**src/rtl/integer_to_ascii_converter_macros.svh**
```systemverilog
// Assertion macros for the integer to ASCII converter.
// Needs clk_i and rst_ni in the scope of the module that uses them.
`ifndef INTEGER_TO_ASCII_CONVERTER_MACROS_SVH
`define INTEGER_TO_ASCII_CONVERTER_MACROS_SVH

// Plain property, sampled on clk_i, off while in reset.
`define I2A_ASSERT(lbl, prop, msg) \
  lbl: assert property (@(posedge clk_i) disable iff (!rst_ni) (prop)) else $error(msg);

// Next-cycle implication, sampled on clk_i, off while in reset.
`define I2A_ASSERT_NEXT(lbl, ante, cons, msg) \
  lbl: assert property (@(posedge clk_i) disable iff (!rst_ni) (ante) |=> (cons)) \
    else $error(msg);

`endif

```
**src/rtl/i2a_pkg.sv**
```systemverilog
// Shared constants, types and the digit-to-ASCII function of the converter.
// No dependencies.
package i2a_pkg;

  localparam int VALUE_WIDTH = 32;
  localparam int CMD_W       = 2;
  localparam int CHAR_W      = 8;

  // Decimal digits of a VALUE_WIDTH-bit number: floor(W * log10(2)) + 1.
  localparam int DEC_DIGITS = (VALUE_WIDTH * 30103) / 100000 + 1;
  localparam int HEX_DIGITS = (VALUE_WIDTH + 3) / 4;
  localparam int DIGITS     = (DEC_DIGITS > HEX_DIGITS) ? DEC_DIGITS : HEX_DIGITS;
  localparam int DIG_BITS   = 4 * DIGITS;

  localparam logic [CMD_W-1:0] CMD_SDEC = 2'd0;
  localparam logic [CMD_W-1:0] CMD_UDEC = 2'd1;
  localparam logic [CMD_W-1:0] CMD_HEXL = 2'd2;
  localparam logic [CMD_W-1:0] CMD_HEXU = 2'd3;

  localparam logic [CHAR_W-1:0] CHAR_ZERO  = 8'h30;
  localparam logic [CHAR_W-1:0] CHAR_UPPER = 8'h41;
  localparam logic [CHAR_W-1:0] CHAR_LOWER = 8'h61;
  localparam logic [CHAR_W-1:0] CHAR_MINUS = 8'h2D;
  localparam logic [3:0]        DEC_BASE   = 4'd10;

  typedef enum logic [2:0] {
    DIG_HOLD,
    DIG_CLEAR,
    DIG_LOAD,
    DIG_DABBLE,
    DIG_SHIFT
  } dig_op_e;

  typedef struct packed {
    dig_op_e op;
    logic    bit_in;
  } dig_ctrl_t;

  function automatic logic [CHAR_W-1:0] digit_char(input logic [3:0] d, input logic upper);
    logic [CHAR_W-1:0] base;
    base = upper ? CHAR_UPPER : CHAR_LOWER;
    if (d < DEC_BASE) begin
      return CHAR_ZERO + CHAR_W'(d);
    end
    return base + CHAR_W'(d - DEC_BASE);
  endfunction

endpackage

```
**src/rtl/i2a_if.sv**
```systemverilog
// Handshake channels of the converter: input item and output character.
// Depends on i2a_pkg.
interface i2a_in_if;
  logic                             valid;
  logic                             ready;
  logic [i2a_pkg::CMD_W-1:0]        command;
  logic [i2a_pkg::VALUE_WIDTH-1:0]  value;

  modport source (output valid, command, value, input ready);
  modport sink   (input valid, command, value, output ready);
endinterface

interface i2a_out_if;
  logic                        valid;
  logic                        ready;
  logic [i2a_pkg::CHAR_W-1:0]  character;
  logic                        last;

  modport source (output valid, character, last, input ready);
  modport sink   (input valid, character, last, output ready);
endinterface

```
**src/rtl/integer_to_ascii_converter.sv**
```systemverilog
// Integer to ASCII converter: one character beat per handshake. Uses i2a_pkg, i2a_if,
// i2a_digit_reg and the macros header.
// After accept, hex goes straight to leading-zero skip and digit output; decimal first runs
// the serial BCD pass, and negative decimal runs the serial negate before that. Output stalls lengthen it.
// One number at a time: a new item is taken only in IDLE, after the last digit beat is registered.
// Reset: rst_ni asynchronous, active low; clears the sequencer and the output beat.
`include "integer_to_ascii_converter_macros.svh"

module integer_to_ascii_converter (
  input  logic          clk_i,
  input  logic          rst_ni,
  i2a_in_if.sink        in_i,
  i2a_out_if.source     out_o
);

  localparam int W      = i2a_pkg::VALUE_WIDTH;
  localparam int CNT_W  = $clog2(W);
  localparam int DCNT_W = $clog2(i2a_pkg::DIGITS + 1);

  // IDLE: take an item. NEG: serial two's complement. CONV: shift-add-3.
  // SIGN: emit '-'. SKIP: drop leading zero digits. EMIT: digits out.
  typedef enum logic [2:0] {
    IDLE,
    NEG,
    CONV,
    SIGN,
    SKIP,
    EMIT
  } state_e;

  state_e                     state_q;
  logic [i2a_pkg::CMD_W-1:0]  cmd_q;
  logic [W-1:0]               val_q;
  logic                       neg_q;
  logic                       seen_q;   // a one has passed the negate stage
  logic [CNT_W-1:0]           cnt_q;
  logic [DCNT_W-1:0]          dig_cnt_q;
  logic                       out_valid_q;
  logic [i2a_pkg::CHAR_W-1:0] out_char_q;
  logic                       out_last_q;

  logic               accept, slot_free, in_neg, in_hex, cnt_end, skip_zero;
  logic [3:0]         top_dig;
  i2a_pkg::dig_ctrl_t dig_ctrl;

  assign in_i.ready = (state_q == IDLE);
  assign accept     = in_i.valid && in_i.ready;
  assign in_hex     = (in_i.command == i2a_pkg::CMD_HEXL) || (in_i.command == i2a_pkg::CMD_HEXU);
  assign in_neg     = (in_i.command == i2a_pkg::CMD_SDEC) && in_i.value[W-1];
  assign cnt_end    = (cnt_q == CNT_W'(W - 1));
  // the output register frees up when empty or when its beat is taken now
  assign slot_free  = !out_valid_q || out_o.ready;
  // always keep at least one digit, so zero prints as '0'
  assign skip_zero  = (top_dig == 4'd0) && (dig_cnt_q > DCNT_W'(1));

  assign out_o.valid     = out_valid_q;
  assign out_o.character = out_char_q;
  assign out_o.last      = out_last_q;

  // digit register control
  always_comb begin
    dig_ctrl.op     = i2a_pkg::DIG_HOLD;
    dig_ctrl.bit_in = val_q[W-1];
    unique case (state_q)
      IDLE: begin
        if (accept) begin
          if (in_hex) begin
            dig_ctrl.op = i2a_pkg::DIG_LOAD;
          end else if (!in_neg) begin
            dig_ctrl.op = i2a_pkg::DIG_CLEAR;
          end
        end
      end
      NEG: begin
        if (cnt_end) begin
          dig_ctrl.op = i2a_pkg::DIG_CLEAR;
        end
      end
      CONV: dig_ctrl.op = i2a_pkg::DIG_DABBLE;
      SIGN: dig_ctrl.op = i2a_pkg::DIG_HOLD;
      SKIP: begin
        if (skip_zero) begin
          dig_ctrl.op = i2a_pkg::DIG_SHIFT;
        end
      end
      EMIT: begin
        if (slot_free) begin
          dig_ctrl.op = i2a_pkg::DIG_SHIFT;
        end
      end
    endcase
  end

  i2a_digit_reg u_digits (
    .clk_i  (clk_i),
    .ctrl_i (dig_ctrl),
    .load_i (in_i.value),
    .top_o  (top_dig)
  );

  always_ff @(posedge clk_i or negedge rst_ni) begin
    if (!rst_ni) begin
      state_q     <= IDLE;
      cmd_q       <= i2a_pkg::CMD_SDEC;
      val_q       <= '0;
      neg_q       <= 1'b0;
      seen_q      <= 1'b0;
      cnt_q       <= '0;
      dig_cnt_q   <= '0;
      out_valid_q <= 1'b0;
      out_char_q  <= '0;
      out_last_q  <= 1'b0;
    end else begin
      if (out_valid_q && out_o.ready) begin
        out_valid_q <= 1'b0;
      end
      unique case (state_q)
        IDLE: begin
          if (accept) begin
            cmd_q     <= in_i.command;
            val_q     <= in_i.value;
            neg_q     <= in_neg;
            seen_q    <= 1'b0;
            cnt_q     <= '0;
            dig_cnt_q <= DCNT_W'(i2a_pkg::DIGITS);
            if (in_hex) begin
              state_q <= SKIP;
            end else if (in_neg) begin
              state_q <= NEG;
            end else begin
              state_q <= CONV;
            end
          end
        end
        NEG: begin
          // rotate right; copy up to the first one, invert after it
          val_q  <= {val_q[0] ^ seen_q, val_q[W-1:1]};
          seen_q <= seen_q | val_q[0];
          cnt_q  <= cnt_end ? '0 : cnt_q + CNT_W'(1);
          if (cnt_end) begin
            state_q <= CONV;
          end
        end
        CONV: begin
          val_q <= {val_q[W-2:0], 1'b0};
          cnt_q <= cnt_end ? '0 : cnt_q + CNT_W'(1);
          if (cnt_end) begin
            state_q <= neg_q ? SIGN : SKIP;
          end
        end
        SIGN: begin
          if (slot_free) begin
            out_valid_q <= 1'b1;
            out_char_q  <= i2a_pkg::CHAR_MINUS;
            out_last_q  <= 1'b0;
            state_q     <= SKIP;
          end
        end
        SKIP: begin
          if (skip_zero) begin
            dig_cnt_q <= dig_cnt_q - DCNT_W'(1);
          end else begin
            state_q <= EMIT;
          end
        end
        EMIT: begin
          if (slot_free) begin
            out_valid_q <= 1'b1;
            out_char_q  <= i2a_pkg::digit_char(top_dig, cmd_q == i2a_pkg::CMD_HEXU);
            out_last_q  <= (dig_cnt_q == DCNT_W'(1));
            dig_cnt_q   <= dig_cnt_q - DCNT_W'(1);
            if (dig_cnt_q == DCNT_W'(1)) begin
              state_q <= IDLE;
            end
          end
        end
      endcase
    end
  end

  // digit count stays within the register while digits go out
  `I2A_ASSERT(a_dig_cnt_range,
    (state_q != EMIT) ||
    ((dig_cnt_q >= DCNT_W'(1)) && (dig_cnt_q <= DCNT_W'(i2a_pkg::DIGITS))),
    "digit count out of range")
  // sign beat is never the final one
  `I2A_ASSERT_NEXT(a_sign_first, (state_q == SIGN) && slot_free,
    out_o.valid && (out_o.character == i2a_pkg::CHAR_MINUS) && !out_o.last,
    "sign beat malformed")
  // the final digit ends the number and flags last
  `I2A_ASSERT_NEXT(a_last_final,
    (state_q == EMIT) && slot_free && (dig_cnt_q == DCNT_W'(1)),
    (state_q == IDLE) && out_o.valid && out_o.last, "last digit not flagged")
  // conversion only leaves toward output
  `I2A_ASSERT_NEXT(a_conv_exit, state_q == CONV,
    (state_q == CONV) || (state_q == SIGN) || (state_q == SKIP), "bad exit from conversion")

endmodule

```
**src/rtl/i2a_digit_reg.sv**
```systemverilog
// Nibble shift register: shift-add-3 binary to BCD, hex load, digit shift-out.
// Depends on i2a_pkg.
module i2a_digit_reg (
  input  logic                            clk_i,
  input  i2a_pkg::dig_ctrl_t              ctrl_i,
  input  logic [i2a_pkg::VALUE_WIDTH-1:0] load_i,
  output logic [3:0]                      top_o
);

  logic [i2a_pkg::DIG_BITS-1:0] dig_q, dig_d, adj;

  // add 3 to every BCD digit of 5 or more before the shift
  always_comb begin
    for (int i = 0; i < i2a_pkg::DIGITS; i++) begin
      adj[4*i +: 4] = (dig_q[4*i +: 4] >= 4'd5) ? dig_q[4*i +: 4] + 4'd3 : dig_q[4*i +: 4];
    end
  end

  always_comb begin
    unique case (ctrl_i.op)
      i2a_pkg::DIG_HOLD:   dig_d = dig_q;
      i2a_pkg::DIG_CLEAR:  dig_d = '0;
      i2a_pkg::DIG_LOAD:   dig_d = i2a_pkg::DIG_BITS'(load_i);
      i2a_pkg::DIG_DABBLE: dig_d = {adj[i2a_pkg::DIG_BITS-2:0], ctrl_i.bit_in};
      i2a_pkg::DIG_SHIFT:  dig_d = {dig_q[i2a_pkg::DIG_BITS-5:0], 4'd0};
      default:             dig_d = dig_q;
    endcase
  end

  always_ff @(posedge clk_i) begin
    dig_q <= dig_d;
  end

  assign top_o = dig_q[i2a_pkg::DIG_BITS-1 -: 4];

endmodule
```
**src/flat_wrapper.sv**
```systemverilog
// flat-port wrapper written by rule: the top's interface ports become plain ports
module integer_to_ascii_converter_flat 
  (clk_i, rst_ni, in_i_valid, in_i_command, in_i_value, in_i_ready, out_o_valid, out_o_character, out_o_last, out_o_ready);
  i2a_in_if in_i_i ();
  i2a_out_if out_o_i ();
  input  logic clk_i;
  input  logic rst_ni;
  input wire logic [$bits(in_i_i.valid)-1:0] in_i_valid;
  input wire logic [$bits(in_i_i.command)-1:0] in_i_command;
  input wire logic [$bits(in_i_i.value)-1:0] in_i_value;
  output wire logic [$bits(in_i_i.ready)-1:0] in_i_ready;
  output wire logic [$bits(out_o_i.valid)-1:0] out_o_valid;
  output wire logic [$bits(out_o_i.character)-1:0] out_o_character;
  output wire logic [$bits(out_o_i.last)-1:0] out_o_last;
  input wire logic [$bits(out_o_i.ready)-1:0] out_o_ready;
  assign in_i_i.valid = in_i_valid;
  assign in_i_i.command = in_i_command;
  assign in_i_i.value = in_i_value;
  assign in_i_ready = in_i_i.ready;
  assign out_o_valid = out_o_i.valid;
  assign out_o_character = out_o_i.character;
  assign out_o_last = out_o_i.last;
  assign out_o_i.ready = out_o_ready;
  integer_to_ascii_converter u_core (.clk_i(clk_i), .rst_ni(rst_ni), .in_i(in_i_i), .out_o(out_o_i));
endmodule
```
**config.mk**
```make
export PLATFORM = sky130hd
export DESIGN_NAME = integer_to_ascii_converter_flat
export DESIGN_NICKNAME = d
export VERILOG_FILES = /design/src/rtl/i2a_pkg.sv /design/src/rtl/i2a_if.sv /design/src/rtl/integer_to_ascii_converter.sv /design/src/rtl/i2a_digit_reg.sv /design/src/flat_wrapper.sv
export VERILOG_INCLUDE_DIRS = /design/src /design/src/rtl
export SDC_FILE = /design/constraint.sdc
export NUM_CORES = 1
export LEC_CHECK = 0
export ABC_AREA = 1
export BUFFER_PORTS_ARGS = -buffer_cell sky130_fd_sc_hd__buf_4
export CAP_MARGIN = 30
export CORE_ASPECT_RATIO = 1.2
export CORE_UTILIZATION = 44
export CTS_CLUSTER_DIAMETER = 150
export DETAILED_ROUTE_END_ITERATION = 8
export PLACE_DENSITY_LB_ADDON = 0.25
export REMOVE_ABC_BUFFERS = 1
export SETUP_SLACK_MARGIN = 0.3
export SLEW_MARGIN = 20
export SYNTH_ARGS = -nofsm -noshare
export SYNTH_HDL_FRONTEND = slang
export SYNTH_SLANG_ARGS = --single-unit
export TNS_END_PERCENT = 30
```
**constraint.sdc**
```tcl
create_clock -name clk_i -period 9.1 [get_ports clk_i]
set_clock_uncertainty 0.2 [all_clocks]
set_input_delay 2.73 -clock clk_i [delete_from_list [all_inputs] [get_ports clk_i]]
set_output_delay 2.73 -clock clk_i [all_outputs]
set_load 0.01 [all_outputs]
```
# Yosys cells after proc, flatten, opt, wreduce, memory -nomap -nowiden
# Cells that the tools add are included.
# classes
addsub	15
multipliers	0
div_mod_pow	0
n_lt_le_gt_ge	12
n_eq_ne	22
shifts	0
muxes	55
n_bitwise	2
n_reduce_logical	25
# ops
cell	count
$pmux 40 s4	1
$pmux 32 s3	1
$mux 4	12
$mux 3	14
$ge 4x3->1 const B	10
$add 4x2->4 const B	9
$pmux 3 s6	2
$mux 32	1
$mux 8	4
$pmux 8 s2	1
$eq 3x2->1 const B	4
$ne 2x1->1 const B	6
$pmux 4 s3	1
$mux 1	11
$mux 5	2
$pmux 5 s2	1
$eq 3x3->1 const B	3
$add 8x8->8	1
$reduce_and 2->1	4
$add 6x4->7 const A	1
$reduce_and 7->1	1
$eq 2x2->1 const B	3
$eq 3x1->1 const B	2
$mux 6	1
25 further kinds	35
# totals
register_bits	98
latch_bits	0
mem_bits_rw	0
mem_bits_ro	0
out_inout_bits	11
elab_cells	142
n_memories	0

# Longest topological paths before layout
# Gate-level depths: netlist of run 1.
# logic_depth
depth_word	8
depth_mapped	11

# Modules after synthesis
# A second synthesis of run 1 with hierarchy kept.
# hier_totals
hier_cells	914
area_unflattened_um2	6702.7
# modules_own_cells
module	n_inst	cells_per_inst	area_each_um2
integer_to_ascii_converter	1	492	3626.0
i2a_digit_reg	1	422	3076.7

# Least setup slack after synthesis of run 1
# OpenSTA, ideal clock, no wires.
# synth_path
path_kind	input to register
startpoint	input out_o_ready
endpoint	register u_core.u_digits.dig_q[0] (netlist name), enable pin
setup_ns	0.718
t_arrival_ns	4.582
path_slack_ns	3.600
path_stages	7
n_path_buf	1
path_cell_list	nor2_1 > inv_1 > nand2_2 > nand2_2 > buf_6 > inv_4 > nand4_1
# synth_between
elab_chain_cells	5
# synth_lines
item	line	source
from (decl)	flat_wrapper.sv:15	input wire logic [$bits(out_o_i.ready)-1:0] out_o_ready;
$logic_or 1x1->1 *	integer_to_ascii_converter.sv:52	assign slot_free = !out_valid_q || out_o.ready;
$mux 3 *	integer_to_ascii_converter.sv:87	if (slot_free) begin
$pmux 3 s6 *	integer_to_ascii_converter.sv:64	unique case (state_q)
$eq 3x3->1, or another cell as far along	i2a_digit_reg.sv:20	unique case (ctrl_i.op)
$reduce_bool 4->1 (no source line) *	n/a	
to (signal assigned)	i2a_digit_reg.sv:31	dig_q <= dig_d;
to (decl)	i2a_digit_reg.sv:10	logic [i2a_pkg::DIG_BITS-1:0] dig_q, dig_d, adj;
# Mark *: on every way between the ends. The rest lies on a longest branch, timed or not.
# A chain may end at the register's enable or synchronous reset.

# Worst setup path in the final report of run 1
# layout_path
startpoint	input out_o_ready
endpoint	register u_core.u_digits.dig_q[13] (netlist name), enable pin
# The elaborated chain is that of the path after synthesis.

==> metrics.md, run 1 <==
| Metric | Value |
|---|---|
| FF-to-FF Start | u_core.u_digits.dig_q[37] |
| Drt pass-1 iters | 8 |
| Hold buffer count at cts | 0 |
| Status | finished, violations left |
| Busiest layer in global routing | met2 |
| Routed wire per std cell | 13.4 um |
| Gr usage total | 20.5% |
| Gr ovfl total | 0 |
| Commonest non-fill, non-tap cell in the layout | nand2_1 |
| Synth Instances | 856 |
| CTS buffer count | 9 |
| Final net count | 960 |
| Clock power frac | 16.1% |
| # fillers | 1388 |
| Worst Hold Class | reg -> reg |
| Die Y | 133 um |
| Largest net degree at the start of global routing | 72 |
| Hold depth | 2 |
| Std-Cell Rows | 47 |
| Worst-Margin Slew | 0.807 ns |
| Worst Hold End | u_core.out_o.character[4] |
| Endpoints failing setup | 0 |
| Critical Path RT | 8.95 ns |
| Clock Tree Buf Depth | 2 |
| Setup Buffers After CTS | 0 |
| Count of cell types in the netlist | 35 |
| Number of remaining DRC errors | 4 |
| Failing checks | design-rule violations |
| Power per cell area | 367 nW/um^2 |
| R2R Path End | u_core.u_digits.dig_q[13] |
| First-pass GRT wire length | 24.5 mm |
| Final hold slack | 0.281 ns |
| Syn Std Cell Area | 6320 um^2 |
| DR iter-0 viols | 338 |
| Kind of critical path | in -> reg |
| Initial antenna violation count | 0 |
| Vias per cell | 5.10 |
| Max rail drop VDD | 203 uV |
| Inst Count DP | 1051 |
| CP Capture Type | flop |
| Post-CTS resize count | 0 |
| Power, Total | 2.58 mW |
| Sw Pwr | 1.18 mW |
| Max Cap Viol | 0 |
| Met1 Resource Use GR | 25.0% |
| Clock Pin Slew Worst Setup and Hold Paths | 0.07 ns |
| Synthesis Warnings | 0 |
| Layout cell share with drive strength beyond 1 | 10.5% |
| Sum Neg Setup Slack | 0 ns |
| Clock tree root buffer cell | clkbuf_16 |
| Leak | 3.45 nW |
| Flop pwr share | 36.1% |
| Final HPWL DP | 9.67 mm |
| Combinational power share | 47.9% |
| Area delta synth->final | 11.3% |
| RSZ-0062 raised after global routing | false |
| Mean area per synthesized cell | 7.38 um^2 |
| CTS tree | built |
| Multi-input logic area | 3130 um^2 |
| Die footprint | 14800 um^2 |
| Max Fanout on Critical Path | 40 |
| Post-layout util | 50.5% |
| Min Tclk post-route | 4.63 ns |
| Skew-Pair Late Insertion Delay | 0.35 ns |
| Number of H-tree levels | 3 |
| Relative slew slack | 46.2% |
| Most frequent cells in the layout | 367 x nand2_1, 95 x nand3_1, 80 x inv_1, 58 x dfrtp_1, 51 x buf_4 |
| Post-route antenna net violation count | 0 |
| CTS Sinks | 98 |
| R2R setup slack | 6.14 ns |
| CP Launch Type | input pin |
| Sequential area share after synthesis | 42.0% |
| Internal power | 1.40 mW |
| Yosys reg bits | 98 |
| Setup slack after layout | 4.47 ns |
| Sw frac | 45.8% |
| Port bufs | 48 |
| Reg2Reg Depth | 9 |
| Hold_sp | u_core.out_o.character[4] |
| M3 GR Usage | 2.87% |
| Final std cells w/o fill | 1067 |
| Initial Util | 45.3% |
| Met2 Use GR | 36.3% |
| Seq. cell area | 2650 um^2 |
| Pins over their slew limit | 0 |
| I/O Pins | 49 |
| CP arrival | 4.47 ns |
| Via count | 5447 |
| Fmax | 0.216 GHz |
| Routed WL | 14.3 mm |
| Final Hold Fails | 0 |
| Placement-stage cell area | 6710 um^2 |
| ANT cells | 0 |
| Gpl congestion | 0.812 |
| Crit share post-route | 50.9% |
| Die width | 111 um |
| Placement Setup Slack | 4.05 ns |
| Number of global-route vias before repair | 5260 |
| Cell area after layout | 7040 um^2 |
| Core Box Area | 13900 um^2 |
==> Yosys cell counts <==
master | n | share of area [%]
nand4_1 | 12 | 1.2
nor2_1 | 25 | 1.5
nor2_8 | 1 | 0.32
a21oi_1 | 15 | 1.2
buf_4 | 1 | 0.12
nand3_2 | 1 | 0.16
o21ai_0 | 47 | 3.7
o211ai_1 | 16 | 1.9
nand3_1 | 95 | 7.5
inv_1 | 80 | 4.8
clkinv_4 | 1 | 0.14
o21ai_1 | 4 | 0.32
o31ai_1 | 1 | 0.12
ha_1 | 31 | 6.1
inv_4 | 2 | 0.20
clkbuf_1 | 1 | 0.059
nand2_2 | 3 | 0.30
inv_2 | 4 | 0.24
or2_2 | 6 | 0.59
and2_1 | 1 | 0.099
buf_6 | 11 | 2.0
a22o_1 | 2 | 0.28
nand2_4 | 3 | 0.53
nor2_2 | 5 | 0.49
xor2_1 | 3 | 0.42
buf_1 | 1 | 0.059
xnor2_1 | 1 | 0.14
buf_2 | 13 | 1.0
nand2_1 | 367 | 22
nand3b_1 | 2 | 0.24
edfxtp_1 | 40 | 19
nor2_4 | 1 | 0.18
dfrtp_1 | 58 | 23
nor3_4 | 1 | 0.26
o22ai_1 | 1 | 0.099
==> worst max-delay path, cell delays in order <==
cell and delay (ns):
buf_4 0.11, nor2_1 0.25, inv_1 0.11, nand2_2 0.16, nand2_2 0.41, inv_4 0.26, nand4_1 0.10, buf_4 0.31
==> worst max-delay path by stage <==
stage	start	to	slack, ns	cells after the start
6_report	out_o_ready	u_core.u_digits.dig_q[13]	4.47	8
3_5_place_dp	out_o_ready	u_core.u_digits.dig_q[20]	4.05	8
2_1_floorplan	out_o_ready	u_core.u_digits.dig_q[0]	3.44	6
4_1_cts	out_o_ready	u_core.u_digits.dig_q[12]	4.43	8
3_3_place_gp	out_o_ready	u_core.u_digits.dig_q[8]	4.08	8
5_1_grt	out_o_ready	u_core.u_digits.dig_q[29]	4.30	8
==> cell type report <==
cell class	instances	area share [%]
clock buffer	12	3.95
clock inverter	4	0.640
inverter	87	4.78
multi-input combinational	644	44.4
sequential	98	37.7
tap	171	3.04
timing repair buffer	51	5.44
==> per-layer routing <==
layer	up-vias	wire length [um]
li1	2840	-
met1	2498	6440
met5	-	0
met2	90	7130
met4	0	296
met3	19	453
==> flip-flops by register name (all words and copies together), names as in the netlist <==
signal / count
u_core.u_digits.dig_q: 40
u_core.val_q: 32
u_core.out_o.character: 8
u_core.cnt_q: 5
u_core.dig_cnt_q: 4
u_core.state_q: 3
u_core.cmd_q: 2
u_core.neg_q: 1
u_core.out_o.last: 1
u_core.out_o.valid: 1
u_core.seen_q: 1
==> logic make-up (layout without fill, tap and decap cells) <==
kind of cell / count (synthesis) / after routing / share of synthesized area, %
compound gates: 86 / 86 / 7.62
xor+xnor: 4 / 4 / 0.554
fa+ha+maj: 31 / 31 / 6.14
buf+inv: 114 / 154 / 8.55
flops: 98 / 98 / 42.0
simple gates: 523 / 523 / 35.2
==> power by group through the flow <==
stage | clock network (mW) | registers (mW) | logic, mW
after floorplan | 0 | 0.899 | 0.923
after global placement | 0 | 0.938 | 1.22
after detailed placement | 0 | 0.936 | 1.25
after CTS | 0.423 | 0.931 | 1.25
after global routing | 0.439 | 0.966 | 1.44
final | 0.415 | 0.932 | 1.24
No activity file was read; power rests on OpenSTA's default activity.
==> run 2, diff against run 1 <==
clock period = 3.9 ns   (was 9.1 ns; I/O delays follow)
==> metrics.md, run 2 (synthesized netlist as in run 1, its figures left out) <==
| Metric | Value |
|---|---|
| Status | finished, violations left |
| Failing checks | design-rule violations |
| Setup Buffers After CTS | 0 |
| Most frequent cells in the layout | 367 x nand2_1, 95 x nand3_1, 80 x inv_1, 58 x dfrtp_1, 54 x buf_4 |
| Commonest non-fill, non-tap cell in the layout | nand2_1 |
| CTS buffer count | 9 |
| Final std cells w/o fill | 1070 |
| Multi-input logic area | 3130 um^2 |
| Crit share post-route | 70.1% |
| CP Cell Sequence | clkinv_4 -> nand2_4 -> nor2_1 -> buf_4 |
| Largest net degree at the start of global routing | 72 |
| CTS tree | built |
| DR iter-0 viols | 273 |
| Max Cap Viol | 0 |
| Clock tree root buffer cell | clkbuf_16 |
| Power per cell area | 847 nW/um^2 |
| Number of remaining DRC errors | 4 |
| Skew-Pair Late Insertion Delay | 0.36 ns |
| Placement Setup Slack | 0.956 ns |
| CP Launch Type | flop |
| Met2 Use GR | 36.7% |
| Pins over their slew limit | 0 |
| Relative slew slack | 48.4% |
| ANT cells | 0 |
| Worst-Margin Slew | 0.774 ns |
| Routed wire per std cell | 13.5 um |
| Inst Count DP | 1054 |
| Die Y | 133 um |
| Hold depth | 2 |
| Drt pass-1 iters | 7 |
| Max rail drop VDD | 320 uV |
| Via count | 5531 |
| Clock Pin Slew Worst Setup and Hold Paths | 0.07 ns |
| # fillers | 1416 |
| Max reg flops | 40 |
| Final HPWL DP | 9.92 mm |
| Core Box Area | 13900 um^2 |
| Leak | 3.43 nW |
| M3 GR Usage | 2.91% |
| Number of H-tree levels | 3 |
| Post-layout util | 50.2% |
| Gpl congestion | 0.812 |
| CP max stage cell | dfrtp_1 |
| Fmax | 0.366 GHz |
| Seq. cell area | 2650 um^2 |
| Gr ovfl total | 0 |
| Max Fanout on Critical Path | 7 |
| Initial Util | 45.3% |
| Setup slack after layout | 1.17 ns |
| Min Tclk post-route | 2.73 ns |
| Power, Total | 5.92 mW |
| Largest Register | u_core.u_digits.dig_q |
| Critical Path RT | 2.53 ns |
| Gr usage total | 20.4% |
| Die width | 111 um |
| Final Hold Fails | 0 |
| RSZ-0062 raised after global routing | false |
| Routed WL | 14.4 mm |
| Post-route antenna net violation count | 0 |
| CTS Sinks | 98 |
| Crit-path max cell delay | 0.56 ns |
| Hold buffer count at cts | 0 |
| I/O Pins | 49 |
| Kind of critical path | reg -> out |
| Final net count | 963 |
| Busiest layer in global routing | met2 |
| Std-Cell Rows | 47 |
| Met1 Resource Use GR | 24.5% |
| Vias per cell | 5.17 |
| Endpoints failing setup | 0 |
| Reg2Reg Depth | 6 |
| Die footprint | 14800 um^2 |
| Final hold slack | 0.270 ns |
| First-pass GRT wire length | 24.3 mm |
| Number of global-route vias before repair | 5336 |
| Area delta synth->final | 10.6% |
| Worst Hold Class | reg -> reg |
| Port bufs | 48 |
| Initial antenna violation count | 0 |
| Cell area after layout | 6990 um^2 |
| Clock Tree Buf Depth | 2 |
| CP Capture Type | output port |
| Placement-stage cell area | 6740 um^2 |
| CP arrival | 1.36 ns |
| Sum Neg Setup Slack | 0 ns |
| Post-CTS resize count | 0 |
| Layout cell share with drive strength beyond 1 | 10.5% |
-- run 2: worst max-delay path: cells and delay by family, from the launching register on --
family | cells | cell delay (ns)
and+or+nand+nor | 2 | 0.16
buffers and inverters | 2 | 0.29
DFF | 1 | 0.56
-- run 2: power breakdown --
group          total [mW]  switching, mW  internal (mW)
Sequential           2.18          0.442           1.73
Combinational        2.92           1.94          0.986
Clock               0.823          0.391          0.433
Total                5.92           2.77           3.15
-- run 2: area by class of cell --
type,count,share of cell area [%]
Multi-Input combinational cell,644,44.7
Sequential cell,98,37.9
Timing Repair Buffer,54,5.80
Inverter,87,4.81
Clock buffer,13,3.44
Tap cell,171,3.06
Clock inverter,3,0.233
-- run 2: final timing paths --
kind,end,slack [ns],start
min in group asynchronous,u_core.out_o.valid,0.68,rst_ni
worst max-delay path,in_i_ready,1.17,u_core.state_q[0]
worst min-delay path,u_core.cmd_q[1],0.27,u_core.cmd_q[1]
max in group asynchronous,u_core.val_q[27],2.32,rst_ni
worst min register to register,u_core.cmd_q[1],0.27,u_core.cmd_q[1]
worst max register to register,u_core.u_digits.dig_q[35],1.48,u_core.state_q[0]
-- run 2: layer usage --
metal	share of wire [%]	vias to the layer above
li1	-	2845
met1	45	2581
met3	2.7	18
met2	50	87
met5	0	-
met4	2.4	0
